[src/design/tcpft_pkg.sv]
// shared types and constants of the tcp flow tracker
`timescale 1ns / 1ps
`default_nettype none
package tcpft_pkg;
    localparam int FLOW_ENTRIES   = 32;
    localparam int IDX_W          = $clog2(FLOW_ENTRIES);
    localparam int CNT_W          = $clog2(FLOW_ENTRIES + 1);
    localparam int MAX_FLOW_BYTES = 8192;
    localparam int BYTE_W         = 14;
    localparam int OUT_BYTE_W     = 17;
    localparam int PLEN_W         = 18;

    localparam logic [15:0] ETYPE_IPV4   = 16'h0800;
    localparam logic [7:0]  PROTO_TCP    = 8'd6;
    localparam logic [15:0] PORT_TELNET  = 16'd23;
    localparam logic [15:0] PORT_FTP     = 16'd21;
    localparam logic [15:0] PORT_RLOGIN  = 16'd513;
    localparam logic [15:0] PORT_SMTP    = 16'd25;

    localparam logic [1:0] REG_EXCLUDE = 2'd0;
    localparam logic [1:0] REG_LIMIT   = 2'd1;
    localparam logic [1:0] REG_TIMEOUT = 2'd2;

    localparam logic [1:0] RSN_LIMIT = 2'd0;
    localparam logic [1:0] RSN_FIN   = 2'd1;
    localparam logic [1:0] RSN_RST   = 2'd2;
    localparam logic [1:0] RSN_IDLE  = 2'd3;

    typedef struct packed {
        logic [31:0]              src_ip;
        logic [31:0]              dst_ip;
        logic [15:0]              src_port;
        logic [15:0]              dst_port;
        logic                     fin;
        logic                     syn;
        logic                     rst;
        logic signed [PLEN_W-1:0] plen;
        logic [31:0]              now;
    } pkt_t;

    typedef struct packed {
        logic [BYTE_W-1:0] byte_limit;
        logic [15:0]       flow_timeout;
    } cfg_t;

    typedef struct packed {
        logic [31:0]       src_ip;
        logic [31:0]       dst_ip;
        logic [15:0]       src_port;
        logic [15:0]       dst_port;
        logic [31:0]       start;
        logic [BYTE_W-1:0] bytes;
        logic [31:0]       packets;
    } flow_t;

    typedef struct packed {
        logic [31:0]           src_ip;
        logic [31:0]           dst_ip;
        logic [15:0]           src_port;
        logic [15:0]           dst_port;
        logic [31:0]           packets;
        logic [OUT_BYTE_W-1:0] bytes;
        logic [1:0]            reason;
    } close_t;
endpackage
`default_nettype wire

[src/design/tcpft_fifo.sv]
// two-entry queue of classified packets between front and back
`timescale 1ns / 1ps
`default_nettype none
module tcpft_fifo (
    input  wire logic            clk,
    input  wire logic            rst_n,
    input  wire logic            push,
    input  tcpft_pkg::pkt_t      din,
    input  wire logic            pop,
    output logic                 not_empty,
    output tcpft_pkg::pkt_t      dout
);
    tcpft_pkg::pkt_t mem_reg [2];
    logic            wp_reg, rp_reg;
    logic [1:0]      cnt_reg;

    always_ff @(posedge clk)
    begin
        if (push)
            mem_reg[wp_reg] <= din;
    end

    always_ff @(posedge clk or negedge rst_n)
    begin
        if (!rst_n)
        begin
            wp_reg  <= 1'b0;
            rp_reg  <= 1'b0;
            cnt_reg <= 2'd0;
        end
        else
        begin
            if (push)
                wp_reg <= !wp_reg;
            if (pop)
                rp_reg <= !rp_reg;
            cnt_reg <= cnt_reg + 2'(push) - 2'(pop);
        end
    end

    assign not_empty = (cnt_reg != 2'd0);
    assign dout      = mem_reg[rp_reg];
endmodule
`default_nettype wire

[config.mk]
export PLATFORM = sky130hd
export DESIGN_NAME = tcpft_fifo
export DESIGN_NICKNAME = d
export VERILOG_FILES = /design/src/design/tcpft_pkg.sv /design/src/design/tcpft_fifo.sv
export SDC_FILE = /design/constraint.sdc
export NUM_CORES = 1
export LEC_CHECK = 0
export BUFFER_PORTS_ARGS = -buffer_cell sky130_fd_sc_hd__buf_2
export CORE_MARGIN = 5
export CORE_UTILIZATION = 55
export CTS_CLUSTER_SIZE = 40
export DETAILED_ROUTE_END_ITERATION = 8
export HOLD_SLACK_MARGIN = 0.03
export PLACE_DENSITY = 0.8
export SLEW_MARGIN = 0
export SYNTH_ARGS = -nofsm -noshare
export SYNTH_HDL_FRONTEND = slang
export SYNTH_SLANG_ARGS = --single-unit
[constraint.sdc]
create_clock -name clk -period 12.4 [get_ports clk]
set_clock_uncertainty 0.1 [all_clocks]
set_input_delay 1.24 -clock clk [delete_from_list [all_inputs] [get_ports clk]]
set_output_delay 1.24 -clock clk [all_outputs]
set_load 0.05 [all_outputs]
==> metrics <==
Layout fillers 1302; via/cell ratio 5.14; Setup Fix Bufs, Post-CTS 0; Detailed Route WL 22500 um; max cap viols 0; TritonCTS clock tree yes; Hold Fails Final Rpt 0; clk sinks 302; critical path launch point type register; fin nets 954; max FFs per register 298; routed vias 5617; fmax 0.231 GHz; GRT Util Overall 0.183; post-route cell area 13900 um^2; Die Wd 154 um; Slew @ Worst Pin 1.27 ns; Max IR drop VDD 0.171 mV; Seq/Total Area, Yosys 0.797; RSZ-0062 raised after global routing no; row count 52; crit-path leading delay family buffers and inverters; DP Worst Slack 8.62 ns; Critical Path Slowest Stage Cell buf_4; Placed Area 13100 um^2; Clock transition at path regs 0.06 ns; largest net degree at the start of global routing 91; Pre-antenna DRT Iters 4; Finish-stage setup viols 0; Worst slew margin 0.153; Synth Register Bits 302; mean post-synth cell area 23.8 um^2; DRC errors left 0; DP Wirelength 15500 um; root buffer cell clkbuf_16; drt first-iter violations 349; crit end category output pin; number of global-route vias before repair 5966; share of layout cells above drive strength 1 0.606; die footprint 23600 um^2; critical path data required time 11.06 ns; Slew Viols, Final 0; crit-path cells buf_4, mux2_2, buf_2; Final WS setup 8.08 ns; post-cts resize count 0; Worst EP arrival 2.98 ns; DR WL/cell 20.6 um; Post-Syn Instances 478; DP Cell Count 1038; leakage power 5.55 nW; IO Port Bufs 302; worst-skew pair later-pin latency 0.52 ns; antenna violations before repair 5; Core Region 20300 um^2; GP Congestion 0.808; Initial Util 0.560; P&R area growth vs syn 22.8%; Syn Nets 633; Hold WC Path Type in2async; # IOs 303; Worst Path Buf+Inv 2; Synth cell types 14; max incr delay on CP 0.90 ns; worst-path maximum fanout 58; Post-CTS Hold Buffers 0; Post-Route Setup TNS 0 ns; Non-Filler Instances 1092; Tcrit/Tclk final 0.348; Yosys Warn Count 0; first-pass GRT wire length 33900 um; overall power 3.81 mW; outcome complete, no violations; Period minus WS final 4.32 ns; WS Path Type reg2out; synthesized area 11400 um^2; antenna-violating nets left 0; CTS Buf Count 29; deepest clock path buffer count 3; PD cells 273 nW/um^2; H-Tree Depth 1; global route overflow 0; Die Height 154 um
-- synthesized netlist by cell type --
| master | n | share of area |
|---|---|---|
| edfxtp_1 | 298 | 0.79 |
| mux2_4 | 100 | 0.13 |
| mux2_2 | 49 | 0.049 |
| buf_6 | 11 | 0.011 |
| buf_2 | 5 | 0.0022 |
| dfrtp_1 | 4 | 0.0088 |
| ha_1 | 2 | 0.0022 |
| inv_1 | 2 | 0.00066 |
| xor2_1 | 2 | 0.0015 |
| and2_1 | 1 | 0.00055 |
| buf_8 | 1 | 0.0013 |
| nor2b_1 | 1 | 0.00055 |
| or2_2 | 1 | 0.00055 |
| xor3_1 | 1 | 0.0021 |
-- per-layer routing --
layer,GRT usage,part of all wire,vias up
met4,0.0404,0.021,4
met5,0,0.00093,-
met3,0.0523,0.092,37
li1,-,-,2550
met1,0.234,0.38,2751
met2,0.314,0.50,275
-- cells by family (layout without fill, tap and decap cells) --
kind of cell	Yosys count	count (layout)	share of synthesized area
mux	149	149	0.181
buf+inv	19	361	0.0151
other cells	0	2	0
simple gates	3	3	0.00165
xor+xnor	3	3	0.00364
flops	302	302	0.797
fa+ha+maj	2	2	0.00220
-- worst paths after layout --
kind                        start             end  slack (ns)  cells past startpoint
max                        rp_reg         dout[3]        8.08                      3
min                         rst_n      cnt_reg[1]        0.41                      1
max reg2reg                wp_reg  mem_reg[1][74]        9.62                      2
min reg2reg                wp_reg          wp_reg        0.45                      1
max in group asynchronous   rst_n          rp_reg       11.65                      1
min in group clk           wp_reg          wp_reg        0.45                      1
-- power breakdown --
group	leakage, nW	internal [mW]	switching [mW]
combinational	2.29	0.483	1.11
sequential	2.84	1.36	0.0773
clock	0.415	0.443	0.338
total	5.55	2.28	1.53
-- stage by stage --
stage          hold WS, ns   util
2_1_floorplan        0.355      -
3_3_place_gp         0.428  0.645
3_5_place_dp         0.442  0.645
4_1_cts              0.390  0.687
5_1_grt              0.395  0.687
6_report             0.409  0.687
-- layout by cell type (no fill, tap or decap), types with 2 or more instances in the layout --
| master | Yosys | routed |
|---|---|---|
| edfxtp_1 | 298 | 298 |
| mux2_2 | 49 | 49 |
| clkbuf_8 | 0 | 2 |
| clkbuf_16 | 0 | 29 |
| mux2_4 | 100 | 100 |
| buf_4 | 0 | 5 |
| dfrtp_1 | 4 | 3 |
| buf_2 | 5 | 302 |
| xor2_1 | 2 | 2 |
| inv_1 | 2 | 2 |
| diode_2 | 0 | 2 |
| ha_1 | 2 | 2 |
| clkinv_1 | 0 | 3 |
| clkinv_2 | 0 | 4 |
| clkbuf_1 | 0 | 12 |
-- layout make-up --
| class | count | area (um^2) | area share |
|---|---|---|---|
| clock inverter | 9 | 48.8 | 0.00350 |
| inverter | 2 | 7.51 | 0.000538 |
| tap | 270 | 338 | 0.0242 |
| sequential | 302 | 9050 | 0.649 |
| timing repair buffer | 307 | 1550 | 0.111 |
| antenna | 2 | 5.00 | 0.000359 |
| clock buffer | 43 | 798 | 0.0572 |
| multi-input combinational | 157 | 2150 | 0.154 |
Power figures use the tool's default switching activity.
