## src/design/tcpft_pkg.sv

```systemverilog
// shared types and constants of the tcp flow tracker
`timescale 1ns / 1ps
`default_nettype none
package tcpft_pkg;
    localparam int FLOW_ENTRIES   = 32;
    localparam int IDX_W          = $clog2(FLOW_ENTRIES);
    localparam int CNT_W          = $clog2(FLOW_ENTRIES + 1);
    localparam int MAX_FLOW_BYTES = 8192;
    localparam int BYTE_W         = 14;
    localparam int OUT_BYTE_W     = 17;
    localparam int PLEN_W         = 18;

    localparam logic [15:0] ETYPE_IPV4   = 16'h0800;
    localparam logic [7:0]  PROTO_TCP    = 8'd6;
    localparam logic [15:0] PORT_TELNET  = 16'd23;
    localparam logic [15:0] PORT_FTP     = 16'd21;
    localparam logic [15:0] PORT_RLOGIN  = 16'd513;
    localparam logic [15:0] PORT_SMTP    = 16'd25;

    localparam logic [1:0] REG_EXCLUDE = 2'd0;
    localparam logic [1:0] REG_LIMIT   = 2'd1;
    localparam logic [1:0] REG_TIMEOUT = 2'd2;

    localparam logic [1:0] RSN_LIMIT = 2'd0;
    localparam logic [1:0] RSN_FIN   = 2'd1;
    localparam logic [1:0] RSN_RST   = 2'd2;
    localparam logic [1:0] RSN_IDLE  = 2'd3;

    typedef struct packed {
        logic [31:0]              src_ip;
        logic [31:0]              dst_ip;
        logic [15:0]              src_port;
        logic [15:0]              dst_port;
        logic                     fin;
        logic                     syn;
        logic                     rst;
        logic signed [PLEN_W-1:0] plen;
        logic [31:0]              now;
    } pkt_t;

    typedef struct packed {
        logic [BYTE_W-1:0] byte_limit;
        logic [15:0]       flow_timeout;
    } cfg_t;

    typedef struct packed {
        logic [31:0]       src_ip;
        logic [31:0]       dst_ip;
        logic [15:0]       src_port;
        logic [15:0]       dst_port;
        logic [31:0]       start;
        logic [BYTE_W-1:0] bytes;
        logic [31:0]       packets;
    } flow_t;

    typedef struct packed {
        logic [31:0]           src_ip;
        logic [31:0]           dst_ip;
        logic [15:0]           src_port;
        logic [15:0]           dst_port;
        logic [31:0]           packets;
        logic [OUT_BYTE_W-1:0] bytes;
        logic [1:0]            reason;
    } close_t;
endpackage
`default_nettype wire

```

## src/design/tcpft_front.sv

```systemverilog
// front end: configuration registers, packet filter and payload length
`timescale 1ns / 1ps
`default_nettype none
module tcpft_front (
    input  wire logic              clk,
    input  wire logic              rst_n,
    input  wire logic              cfg_we,
    input  wire logic [1:0]        cfg_index,
    input  wire logic [15:0]       cfg_data,
    input  wire logic              accept,
    input  wire logic [15:0]       eth_type,
    input  wire logic [7:0]        ip_proto,
    input  wire logic [31:0]       src_ip,
    input  wire logic [31:0]       dst_ip,
    input  wire logic [15:0]       src_port,
    input  wire logic [15:0]       dst_port,
    input  wire logic [5:0]        tcp_flags,
    input  wire logic [15:0]       ip_total_len,
    input  wire logic [3:0]        ip_hdr_words,
    input  wire logic [3:0]        tcp_hdr_words,
    input  wire logic [31:0]       now_seconds,
    output logic                   push,
    output tcpft_pkg::pkt_t        pkt,
    output tcpft_pkg::cfg_t        cfg
);
    logic [3:0]                   excl_reg;
    logic [tcpft_pkg::BYTE_W-1:0] limit_reg;
    logic [15:0]                  tmo_reg;
    logic                         svc_ok;

    always_ff @(posedge clk or negedge rst_n)
    begin
        if (!rst_n)
        begin
            excl_reg  <= 4'd0;
            limit_reg <= tcpft_pkg::BYTE_W'(128);
            tmo_reg   <= 16'd1800;
        end
        else if (cfg_we)
        begin
            case (cfg_index)
                tcpft_pkg::REG_EXCLUDE: excl_reg <= cfg_data[3:0];
                tcpft_pkg::REG_LIMIT:
                begin
                    if (cfg_data[13:0] > 14'(tcpft_pkg::MAX_FLOW_BYTES))
                        limit_reg <= tcpft_pkg::BYTE_W'(tcpft_pkg::MAX_FLOW_BYTES);
                    else
                        limit_reg <= cfg_data[13:0];
                end
                tcpft_pkg::REG_TIMEOUT: tmo_reg <= cfg_data;
                default: ;
            endcase
        end
    end

    always_comb
    begin
        case (dst_port)
            tcpft_pkg::PORT_TELNET: svc_ok = !excl_reg[0];
            tcpft_pkg::PORT_FTP:    svc_ok = !excl_reg[1];
            tcpft_pkg::PORT_RLOGIN: svc_ok = !excl_reg[2];
            tcpft_pkg::PORT_SMTP:   svc_ok = !excl_reg[3];
            default:                svc_ok = 1'b0;
        endcase
    end

    assign push = accept && svc_ok && (eth_type == tcpft_pkg::ETYPE_IPV4)
                  && (ip_proto == tcpft_pkg::PROTO_TCP);

    always_comb
    begin
        pkt.src_ip   = src_ip;
        pkt.dst_ip   = dst_ip;
        pkt.src_port = src_port;
        pkt.dst_port = dst_port;
        pkt.fin      = tcp_flags[0];
        pkt.syn      = tcp_flags[1];
        pkt.rst      = tcp_flags[2];
        pkt.now      = now_seconds;
        // header words are at most 15, so the lengths fit in six bits each
        pkt.plen     = $signed({2'b00, ip_total_len})
                       - $signed({12'd0, ip_hdr_words, 2'b00})
                       - $signed({12'd0, tcp_hdr_words, 2'b00});
    end

    assign cfg.byte_limit   = limit_reg;
    assign cfg.flow_timeout = tmo_reg;
endmodule
`default_nettype wire

```

## config.mk

```make
export PLATFORM = sky130hd
export DESIGN_NAME = tcpft_front
export DESIGN_NICKNAME = d
export VERILOG_FILES = /design/src/design/tcpft_pkg.sv /design/src/design/tcpft_front.sv
export SDC_FILE = /design/constraint.sdc
export NUM_CORES = 1
export LEC_CHECK = 0
export CAP_MARGIN = 10
export CORE_AREA = 2 2 150 152
export CTS_CLUSTER_SIZE = 30
export DETAILED_ROUTE_END_ITERATION = 6
export DIE_AREA = 0 0 152 154
export DONT_BUFFER_PORTS = 1
export SETUP_SLACK_MARGIN = 0.02
export SYNTH_ARGS = -nofsm -noshare
export SYNTH_HDL_FRONTEND = slang
export SYNTH_SLANG_ARGS = --single-unit
```

## constraint.sdc

```tcl
create_clock -name clk -period 3.3 [get_ports clk]
set_input_delay 0.165 -clock clk [delete_from_list [all_inputs] [get_ports clk]]
set_output_delay 0.165 -clock clk [all_outputs]
set_load 0.01 [all_outputs]
```

==> out/results.txt, run 1 <==
LEAKAGE: 1.07 nW
Clock Tree Root: clkbuf_16
initial DRC count: 73
routed len/inst: 16.9 um
RSZ-0062 raised after global routing: no
CP Capture Type: primary output
vias: 2,073
register area share after synthesis: 25.8%
Clock transition at path regs: 0.06 ns
Slew Limit Fails: 0
CORE AREA: 21,700 um2
CTS Buffer Depth: 2
Met1 Wirelength: 2280 um
EDFF count, synth: 0
io pins: 384
Max Used Layer: met5
first-pass GRT wire length: 12,600 um
Setup-failing EPs final: 0
#FFs+latches synth: 34
die width: 152 um
Top FF cell, synth: dfrtp_1
Critical Path Source: ip_total_len[2]
Worst-Skew Late Latency: 0.27 ns
WHS: 0.0142 ns
drc violations: 0
crit path kind: primary input to primary output
drt total wl: 8780 um
DP Worst Slack: 0.290 ns
die height: 154 um
wire length on met2: 4140 um
Post-Syn Instances: 361
metal3 WL: 1680 um
Critical R2R Launch: tmo_reg[0]
Core Rows: 54
CP Launch Type: primary input
Inserted Diodes: 0
Mean Syn Cell Area: 9.22 um2
Area Growth Syn to Fin: -11.7%
Hold Crit Class: primary input to register
TritonCTS clock tree: built
Area after DPL: 2710 um2
Setup TNS: 0 ns
NumNets Final: 454
H-tree Lvls: 2
Syn. warnings: 0
initial antenna violation count: 1
number of flip-flops in the largest register: 16
RD Place Congestion: 0.838
run status: complete, no violations
drt pass-1 iters: 4
grt ovf: 0
clock skew: 0 ns
Final HPWL DP: 7380 um
post-route ant nets: 0
maxcap violations: 0
crit path DAT: 2.81 ns
Placed Cells: 511
design area: 2940 um2
Yosys cell types: 56
Die ar.: 23,400 um2
CTS Buf Count: 5
crit path time final: 2.98 ns
worst relative slew slack: 38.5%
Starting Density: 15.3%
Synth Net Count: 575
Crit Path Max Fanout: 2
post-synthesis cell area: 3330 um2
Fmax: 336 MHz
post-route insts no fill: 521
GRT Resource Usage Total: 7.01%
count of final hold-check violations: 0
Clock Sinks: 34
period utilization: 90.3%
port bufs: 0
CP Data Required Time: 3.13 ns
Async S/R FF share, synth: 100%
power density cells: 504 nW/um2
Max VDD drop: 0.541 mV
vias in the first global route: 2,221
layout cell share with drive strength beyond 1: 24.5%
Slew @ Worst Pin: 0.899 ns
worst hold start: cfg_data[10]
DR vias/cell: 3.98
pin count of the biggest net entering global routing: 35
Final WS setup: 0.322 ns
==> critical path, stage by stage <==
cell and delay (ns):
inv_1 0.02, ha_1 0.22, fa_1 0.49, inv_1 0.06, ha_1 0.28, nor2b_1 0.15, o211ai_1 0.26, nand2_1 0.11
a2111oi_0 0.39, buf_4 0.20, nand4b_1 0.11, xnor2_1 0.20, buf_4 0.15
==> kinds of logic (layout without fill, tap and decap cells) <==
kind of cell    Yosys count  count (layout)  synth area share [%]
buf+inv                 150              30                  31.9
fa+ha+maj                10              10                  4.21
flops                    34              34                  25.8
simple gates             82              82                  15.1
compound gates           46              46                  11.0
mux                      21              21                  7.11
xor+xnor                 18              18                  4.96
==> placed cells by master (no fill, tap or decap), types with 3 or more instances in the layout <==
master | netlist | routed
nand3_1 | 4 | 4
inv_1 | 14 | 14
a22o_1 | 10 | 10
dfstp_2 | 5 | 5
nand4_1 | 3 | 3
nand2_1 | 11 | 11
xnor2_1 | 11 | 11
mux2_2 | 21 | 21
o21a_1 | 3 | 3
clkbuf_16 | 0 | 5
buf_4 | 133 | 6
ha_1 | 8 | 8
nor4b_1 | 4 | 4
nand4b_1 | 4 | 4
nor4_1 | 9 | 9
a21oi_1 | 7 | 7
dfrtp_1 | 29 | 29
o21ai_0 | 6 | 6
a2111oi_0 | 3 | 3
nand2b_1 | 4 | 4
xor2_1 | 6 | 6
or3_1 | 4 | 4
nor2_1 | 18 | 18
==> cell usage after synthesis, types with 2 or more instances <==
cell / count / area (um2)
buf_4: 133 / 998
dfrtp_1: 29 / 726
mux2_2: 21 / 236
nor2_1: 18 / 67.6
inv_1: 14 / 52.6
nand2_1: 11 / 41.3
xnor2_1: 11 / 96.3
a22o_1: 10 / 87.6
nor4_1: 9 / 56.3
ha_1: 8 / 100
a21oi_1: 7 / 35.0
o21ai_0: 6 / 30.0
xor2_1: 6 / 52.6
dfstp_2: 5 / 131
nand2b_1: 4 / 25.0
nand3_1: 4 / 20.0
nand4b_1: 4 / 35.0
nor4b_1: 4 / 35.0
or3_1: 4 / 25.0
a2111oi_0: 3 / 26.3
clkbuf_1: 3 / 11.3
nand4_1: 3 / 18.8
o21a_1: 3 / 22.5
a211oi_2: 2 / 25.0
fa_1: 2 / 40.0
nand3b_1: 2 / 15.0
nor3b_1: 2 / 15.0
o31a_1: 2 / 17.5
o31ai_1: 2 / 15.0
or2_2: 2 / 12.5
or4_1: 2 / 15.0
==> metal layers <==
metal,vias to the layer above,global-route usage (%)
met5,-,1.45
met4,4,5.70
met3,58,5.44
met2,231,12.1
met1,905,4.88
li1,875,-
==> path summary, 6_finish.rpt <==
| check | endpoint | slack [ns] | cells after the start |
|---|---|---|---|
| worst min register to register | excl_reg[0] | 0.51 | 1 |
| worst min-delay path | limit_reg[10] | 0.01 | 1 |
| worst max register to register | tmo_reg[0] | 2.48 | 1 |
| worst max-delay path | pkt[47] | 0.32 | 13 |
| max in group asynchronous | tmo_reg[3] | 2.71 | 2 |
| min in group asynchronous | limit_reg[6] | 0.34 | 2 |
==> final cells by class <==
type                            instances  area, um2
Tap cell                              280        350
Clock buffer                            5        125
Fill cell                            2459      18800
Sequential cell                        34        857
Inverter                               14       52.6
Clock inverter                          3       68.8
Multi-Input combinational cell        177       1410
Timing Repair Buffer                    8       75.1
==> per-stage QoR <==
step	util, %	power (mW)
6_report	13.5	1.48
3_5_place_dp	12.5	0.865
3_3_place_gp	12.5	0.860
5_1_grt	13.5	1.55
4_1_cts	13.5	1.50
2_1_floorplan	-	0.962
==> what timing repair did <==
item / in CTS / in global routing
endpoints found under the hold margin: 34 / 0
hold buffers: 2 / 0
setup buffers: 0 / 0
resized for setup: 0 / 0
endpoints found under the setup margin: 0 / 0
==> where the power goes <==
group / internal (mW) / switching (mW)
Clock: 0.434 / 0.181
Sequential: 0.495 / 0.0793
Combinational: 0.136 / 0.157
Total: 1.06 / 0.417
No activity file was read; power rests on OpenSTA's default activity.
==> run 2, diff against run 1 <==
- CELL_PAD_IN_SITES_DETAIL_PLACEMENT: default -> 0
- CELL_PAD_IN_SITES_GLOBAL_PLACEMENT: default -> 1
- CORE_AREA: 2 2 150 152 -> 2 2 148 150
- DIE_AREA: 0 0 152 154 -> 0 0 150 152
- PLACE_DENSITY_LB_ADDON: default -> 0.1
==> out/results.txt, run 2 (same netlist as run 1, synthesis figures left out) <==
run status: complete, no violations
first-pass GRT wire length: 13,900 um (+10%)
die height: 152 um (-1.3%)
design area: 2890 um2 (-1.7%)
io pins: 384 (unchanged)
die width: 150 um (-1.3%)
Critical R2R Launch: limit_reg[13]
CTS Buf Count: 5 (unchanged)
Worst path slowest cell: a2111oi_0
r2r worst-path depth: 1 (unchanged)
Final HPWL DP: 7840 um (+6.2%)
cell mode on critical path: nor2_1
number of flip-flops in the largest register: 16 (unchanged)
Slew Limit Fails: 0 (unchanged)
RSZ-0062 raised after global routing: no
initial antenna violation count: 0 (-1)
Hold Crit Class: primary input to register
DR vias/cell: 3.90 (-1.9%)
worst min-delay path endpoint: limit_reg[2]
crit path kind: primary input to primary output
TritonCTS clock tree: built
CP Cell Sequence: inv_1 -> ha_1 -> nor2_1 -> a21oi_1 -> nor2_1 -> nor2_1 -> ha_1 -> a21oi_1 -> nand2_1 -> a2111oi_0 -> buf_4 -> nand2b_2 -> o31ai_1 -> buf_4
Clock Sinks: 34 (unchanged)
reg2reg setup slack: 2.47 ns (about the same)
period utilization: 89.6% (-0.61 points)
Setup TNS: 0 ns (unchanged)
Crit Path Max Fanout: 5 (+3)
pin count of the biggest net entering global routing: 35 (unchanged)
Clock Tree Root: clkbuf_16
NumNets Final: 455 (+0.22%)
worst relative slew slack: 42.2% (+3.7 points)
Area Growth Syn to Fin: -13.2%
crit path DAT: 2.79 ns (-0.02 ns)
Fmax: 338 MHz (+0.68%)
Inserted Diodes: 0 (unchanged)
# hold bufs at CTS: 2 (unchanged)
routed len/inst: 18.2 um (+8.1%)
drt total wl: 9510 um (+8.3%)
initial DRC count: 77 (+5.5%)
port bufs: 0 (unchanged)
Die ar.: 22,800 um2 (-2.6%)
CP Capture Type: primary output
vias in the first global route: 2,210 (-0.50%)
RD Place Congestion: 0.677 (-19%)
grt ovf: 0 (unchanged)
count of final hold-check violations: 0 (unchanged)
# resized after CTS: 0 (unchanged)
post-route ant nets: 0 (unchanged)
CTS Buffer Depth: 2 (unchanged)
commonest non-fill, non-tap cell in the layout: dfrtp_1
CP Launch Type: primary input
vias: 2,037 (-1.7%)
Worst-Skew Late Latency: 0.28 ns (about the same)
drt pass-1 iters: 4 (unchanged)
Max VDD drop: 0.318 mV (-41%)
most frequent cells in the layout: dfrtp_1, mux2_2, nor2_1
worst hold start: cfg_data[2]
LEAKAGE: 1.04 nW (-2.2%)
postcts setup bufs: 0 (unchanged)
maxcap violations: 0 (unchanged)
Area after DPL: 2720 um2 (+0.28%)
R2R Path End: limit_reg[13]
drc violations: 0 (unchanged)
Starting Density: 15.6% (+0.24 points)
H-tree Lvls: 2 (unchanged)
post-route insts no fill: 522 (+0.19%)
CP Data Required Time: 3.13 ns (about the same)
fillers: 2,456 (-0.12%)
CORE AREA: 21,400 um2 (-1.6%)
Placed Cells: 512 (+0.20%)
Core Rows: 54 (unchanged)
slowest cell delay on critical path: 0.44 ns (-0.05 ns)
clock skew: 0 ns (unchanged)
GRT Resource Usage Total: 8.00% (+0.99 points)
Slew @ Worst Pin: 0.867 ns (-0.0319 ns)
Clock transition at path regs: 0.05 ns (about the same)
crit path time final: 2.96 ns (-0.0202 ns)
Cells on Worst Hold Path: 1 (unchanged)
layout cell share with drive strength beyond 1: 23.6% (-0.93 points)
Setup-failing EPs final: 0 (unchanged)
power density cells: 461 nW/um2 (-8.6%)
[run 2: how the worst max path moves through the flow]
stage,from,end,slack [ns],depth (start not counted)
floorplan,ip_hdr_words[3],pkt[49],0.48,11
global placement,ip_total_len[2],pkt[49],0.32,13
detailed placement,ip_hdr_words[2],pkt[49],0.30,14
CTS,ip_total_len[2],pkt[49],0.30,13
global route,ip_total_len[2],pkt[49],0.11,13
finish,ip_hdr_words[2],pkt[49],0.34,14
[run 2: critical path: cells and delay by family]
kind / cells / cell delay, ns
buf+inv: 3 / 0.40
compound gates: 4 / 1.13
fa+ha+maj: 2 / 0.67
simple gates: 5 / 0.44
[run 2: area by class of cell]
| class | instances | area, um2 | share of cell area [%] |
|---|---|---|---|
| sequential | 34 | 857 | 29.7 |
| multi-input combinational | 177 | 1410 | 48.8 |
| inverter | 14 | 52.6 | 1.82 |
| tap | 280 | 350 | 12.1 |
| clock buffer | 8 | 136 | 4.72 |
| timing repair buffer | 9 | 82.6 | 2.86 |
[run 2: per-stage QoR]
stage	setup WS [ns]	util, %	total power, mW	hold WS, ns
5_1_grt	0.114	13.5	1.42	0.00795
4_1_cts	0.296	13.5	1.37	0.0114
3_5_place_dp	0.304	12.7	0.888	-0.130
2_1_floorplan	0.477	-	0.962	-0.131
3_3_place_gp	0.317	12.7	0.892	-0.129
6_report	0.342	13.5	1.33	0.0171
[run 2: power breakdown]
group | switching, mW | internal (mW)
clock | 0.167 | 0.280
combinational | 0.170 | 0.137
sequential | 0.0816 | 0.496
[run 2: layer usage]
| layer | routed length (um) | GRT usage (%) | share of wire (%) |
|---|---|---|---|
| met4 | 170 | 2.61 | 1.8 |
| met5 | 0 | 0 | 0 |
| met2 | 3880 | 10.8 | 41 |
| met3 | 1480 | 4.89 | 16 |
| met1 | 3990 | 10.4 | 42 |
